==> src/hdl/ncc_pkg.sv <==
// ----------------------------------------------------------------------------
// ncc_pkg
// Shared sizes, codes and types for the negative cycle check block.
// ----------------------------------------------------------------------------
package ncc_pkg;

    // Sizes
    localparam int MAX_VERTICES = 16;
    localparam int WEIGHT_BITS  = 16;
    localparam int DIST_BITS    = 24;
    localparam int VC_W         = 5;
    localparam int VC_RESET     = 16;

    localparam int VIDX_W    = (MAX_VERTICES > 1) ? $clog2(MAX_VERTICES) : 1;
    localparam int ADDR_W    = 2 * VIDX_W;
    localparam int ADJ_DEPTH = 1 << ADDR_W;
    localparam int CNT_W     = $clog2(MAX_VERTICES + 1);
    localparam int SUM_W     = ((DIST_BITS > WEIGHT_BITS) ? DIST_BITS : WEIGHT_BITS) + 1;

    // Saturation bounds of a distance, at sum width
    localparam logic signed [SUM_W-1:0] DIST_HI =
        SUM_W'((longint'(1) <<< (DIST_BITS - 1)) - longint'(1));
    localparam logic signed [SUM_W-1:0] DIST_LO = -DIST_HI - SUM_W'(1);

    // Item kinds
    localparam logic KIND_WRITE = 1'b0;
    localparam logic KIND_RUN   = 1'b1;

    typedef logic signed [WEIGHT_BITS-1:0] t_weight;
    typedef logic signed [DIST_BITS-1:0]   t_dist;

    typedef enum logic [1:0] {
        S_IDLE,
        S_READ,
        S_EVAL,
        S_DONE
    } t_state;

    // Operands of one edge relaxation
    typedef struct packed {
        t_weight weight;
        t_dist   du;
        logic    ru;
        t_dist   dv;
        logic    rv;
    } t_relax_req;

    // Outcome of one edge relaxation
    typedef struct packed {
        logic  relaxes;
        t_dist new_dist;
    } t_relax_rsp;

endpackage

==> src/hdl/ncc_relax_unit.sv <==
// ----------------------------------------------------------------------------
// ncc_relax_unit
// Shared edge relaxation unit: one add, one compare, saturation to the
// distance range.
// ----------------------------------------------------------------------------
module ncc_relax_unit
    import ncc_pkg::*;
(
    input  t_relax_req i_req,
    output t_relax_rsp o_rsp
);

    logic signed [SUM_W-1:0] w_cand;
    logic signed [SUM_W-1:0] w_dv;

    // Candidate distance at full width
    assign w_cand = SUM_W'(i_req.du) + SUM_W'(i_req.weight);
    assign w_dv   = SUM_W'(i_req.dv);

    // Relax decision and saturated new distance
    always_comb begin
        // Edge present, source reached, target unreached or improved
        o_rsp.relaxes = (i_req.weight != '0) && i_req.ru
                        && (!i_req.rv || (w_cand < w_dv));
        if (w_cand > DIST_HI) begin
            o_rsp.new_dist = DIST_HI[DIST_BITS-1:0];
        end else if (w_cand < DIST_LO) begin
            o_rsp.new_dist = DIST_LO[DIST_BITS-1:0];
        end else begin
            o_rsp.new_dist = w_cand[DIST_BITS-1:0];
        end
    end

endmodule

==> config.mk <==
export PLATFORM = sky130hd
export DESIGN_NAME = ncc_relax_unit
export DESIGN_NICKNAME = d
export VERILOG_FILES = /design/src/hdl/ncc_pkg.sv /design/src/hdl/ncc_relax_unit.sv
export SDC_FILE = /design/constraint.sdc
export NUM_CORES = 1
export LEC_CHECK = 0
export ABC_AREA = 1
export BUFFER_PORTS_ARGS = -buffer_cell sky130_fd_sc_hd__clkbuf_2
export CORE_UTILIZATION = 57
export DETAILED_ROUTE_END_ITERATION = 8
export PLACE_DENSITY = 0.9
export SLEW_MARGIN = 20
export SYNTH_ARGS = -nofsm -noshare
export SYNTH_HDL_FRONTEND = slang
export SYNTH_SLANG_ARGS = --single-unit
==> constraint.sdc <==
create_clock -name vclk -period 4.44
set_input_delay 0.222 -clock vclk [all_inputs]
set_output_delay 0.222 -clock vclk [all_outputs]
set_load 0.1 [all_outputs]
==> flow_metrics.tcl <==
set metrics [dict create \
    status "completed" \
    detailed_route_wire_length_per_cell_um 11.2 \
    top_signal_layer_used "met4" \
    min_period_ns 3.60 \
    cp.required_ns 4.22 \
    achievable-frequency_ghz 0.278 \
    timing.setup.tns_ns 0 \
    synth.avg_cell_area_um2 5.19 \
    worst_path_most_repeated_cell "sky130_fd_sc_hd__nand2_1" \
    die_h_um 68.4 \
    die_w_um 68.4 \
    critPathBufInv 2 \
    critical_path_arrival_ns 3.38 \
    final.clkbuf_count 0 \
    cts-resized-gates 0 \
    initial_utilization_pct 61.0 \
    die-area_um2 4680 \
    worst-path-max-fanout 10 \
    synth_top_cell_area_share_pct 32.1 \
    fillerInstances 396 \
    netSwitchingFraction_pct 78.4 \
    cellInternalPower_mw 0.213 \
    cts_setup_buffers 0 \
    globalRouteTotalUtil_pct 30.8 \
    critical_path.cell_chain "clkbuf_2, ha_1, a21oi_1, nand2_1, a21oi_1, nand3_2, nand2_2, nand2_2, ha_1, nand2_1, nor2_1, nand4_1, nor2_1, nand2_1, nand4_1, nand2_1, a21oi_1, clkbuf_2" \
    total_iterations_of_the_first_detailed_routing_run 4 \
    tightest_slew_ns 0.563 \
    route.vias.total 3217 \
    synth_simple_gate_area_share_pct 49.0 \
    detail-route-antenna-nets 0 \
    ys_seq_area_share_pct 0 \
    vdd_ir_drop_max_v 0.000233 \
    yosys.area_share.xor_xnor_pct 4.19 \
    crit_path_top_delay_cell "sky130_fd_sc_hd__clkbuf_2" \
    cts_hold_repair_buffers 0 \
    placement.io_buffers 91 \
    sequential_cell_total 0 \
    placeableCoreArea_um2 4120 \
    drtIter0Drc 137 \
    grt_first_pass_wirelength_mm 11.2 \
    yosys-top-cells-area "sky130_fd_sc_hd__nand2_1 (32%), sky130_fd_sc_hd__ha_1 (24%), sky130_fd_sc_hd__inv_1 (13%)" \
    clkPwrFrac_pct 0 \
    grt_pass1_vias 2765 \
    holdCritPathClass "in2out" \
    p_leak_nw 2.08 \
    maxCapViolCount 0 \
    critical-path-max-stage-delay_ns 0.47 \
    netlist.top_cell.by_area "sky130_fd_sc_hd__nand2_1" \
    synth_fa_ha_area_share_pct 24.7 \
    wl_met2_mm 3.26 \
    syn_to_final_growth_pct 19.3 \
    timing.setup.critical_path_class "in2out" \
    post_synth_mux_area_share_pct 0 \
    largest_net_degree_at_the_start_of_global_routing 24 \
    route.layer.met1.wl_mm 3.16 \
    dominant_combinational_cell_family_by_area_after_synthesis "simple AND/OR/NAND/NOR gates" \
    timing_hold_violations_final 0 \
    slew_headroom_pct 62.6 \
    path_delay_family "simple AND/OR/NAND/NOR gates" \
    gp_congestion 0.975 \
    rsz0062_at_grt "false" \
    p_sw_mw 0.776 \
    final-setup-viol-count 0 \
    hpwlAfterDp_mm 6.31 \
    synth.net_count 599 \
    drive_gt1_share_pct 18.2 \
    via_cell_ratio 5.18 \
    post_synth_inst_count 484 \
    fraction_of_the_mapped_netlist_area_in_compound_gates_pct 7.67 \
    nNetsFinal 688 \
    initial_antenna_violation_count 0 \
    multiInputGateArea_um2 2150 \
    synth.cell_area_um2 2510 \
    met3WireLength_um 424 \
    worstSetupEndpointType "output pin" \
    timing.critical_path.from_type "input pin" \
    core.rowCount 23 \
    warnings_synthesis 0 \
    globalRouteOverflowTotal 0 \
    slew_violations 0 \
    worst_hold_slack_ns 0.935 \
    pwr_density_cell_nw_per_um2 330 \
    power.share.combinational_pct 100.0 \
    count_of_pins_on_the_block_boundary 91 \
    seqPwrFrac_pct 0 \
    area.sequential_um2 0 \
    place_ws_ns 0.865 \
    layout_setup_ws_ns 0.842 \
    num_antenna_cells 0 \
    synth.distinct_cells 23 \
    final_min_period_over_clock_period_pct 81.0 \
    residual_drc 0 \
    wirelength_mm 6.94 \
]
[cells in the mapped netlist (3+ instances only)]
master,n
sky130_fd_sc_hd__nor2_1,30
sky130_fd_sc_hd__nand4_1,10
sky130_fd_sc_hd__nand2_2,7
sky130_fd_sc_hd__nand3_1,17
sky130_fd_sc_hd__nor4_1,4
sky130_fd_sc_hd__nor3_1,4
sky130_fd_sc_hd__nand2_1,215
sky130_fd_sc_hd__ha_1,48
sky130_fd_sc_hd__nor2_2,3
sky130_fd_sc_hd__xor2_1,11
sky130_fd_sc_hd__a21oi_1,27
sky130_fd_sc_hd__inv_1,88
sky130_fd_sc_hd__o21bai_1,5
[kinds of logic after synthesis]
family | count (synthesis)
simple gates | 296
fa+ha+maj | 49
compound gates | 35
buf+inv | 92
xor+xnor | 12
[layer usage]
layer	up-vias	GRT usage, %
li1	1687	-
met1	1398	40.6
met2	122	54.8
met3	10	1.17
met4	0	6.51
met5	-	0
[power by group through the flow]
stage / Clock (mW) / Sequential, mW / Combinational, mW
final: 0 / 0 / 0.989
after global routing: 0 / 0 / 1.06
after CTS: 0 / 0 / 0.984
after detailed placement: 0 / 0 / 0.982
after global placement: 0 / 0 / 0.965
after floorplan: 0 / 0 / 0.814
[final timing paths]
check	start	endpoint	slack [ns]	cells after the start
max	i_req[65]	o_rsp[24]	0.84	18
min	i_req[0]	o_rsp[24]	0.93	3
[stage by stage]
step	std cells	instance area (um^2)	utilization [%]	power [mW]
finish	621	3000	72.8	0.989
global route	621	3000	72.8	1.06
CTS	621	3000	72.8	0.984
detailed placement	621	3000	72.8	0.982
global placement	621	3000	72.8	0.965
floorplan	484	2510	-	0.814
[final cells by class]
cell class / instances / area share [%]
inverters: 88 / 11.0
multi-input cells: 392 / 71.7
well taps: 50 / 2.09
repair buffers: 91 / 15.2
[cells in the final DEF, fill, tap and decap left out, drive strengths merged, types with 2 or more instances in the layout]
| cell type | netlist | layout |
|---|---|---|
| a21o | 2 | 2 |
| a21oi | 27 | 27 |
| and2 | 2 | 2 |
| clkbuf | 0 | 91 |
| ha | 48 | 48 |
| inv | 88 | 88 |
| nand2 | 222 | 222 |
| nand3 | 18 | 18 |
| nand4 | 12 | 12 |
| nor2 | 33 | 33 |
| nor3 | 4 | 4 |
| nor4 | 4 | 4 |
| o21bai | 5 | 5 |
| xor2 | 11 | 11 |
(Power assumes the default switching activity.)
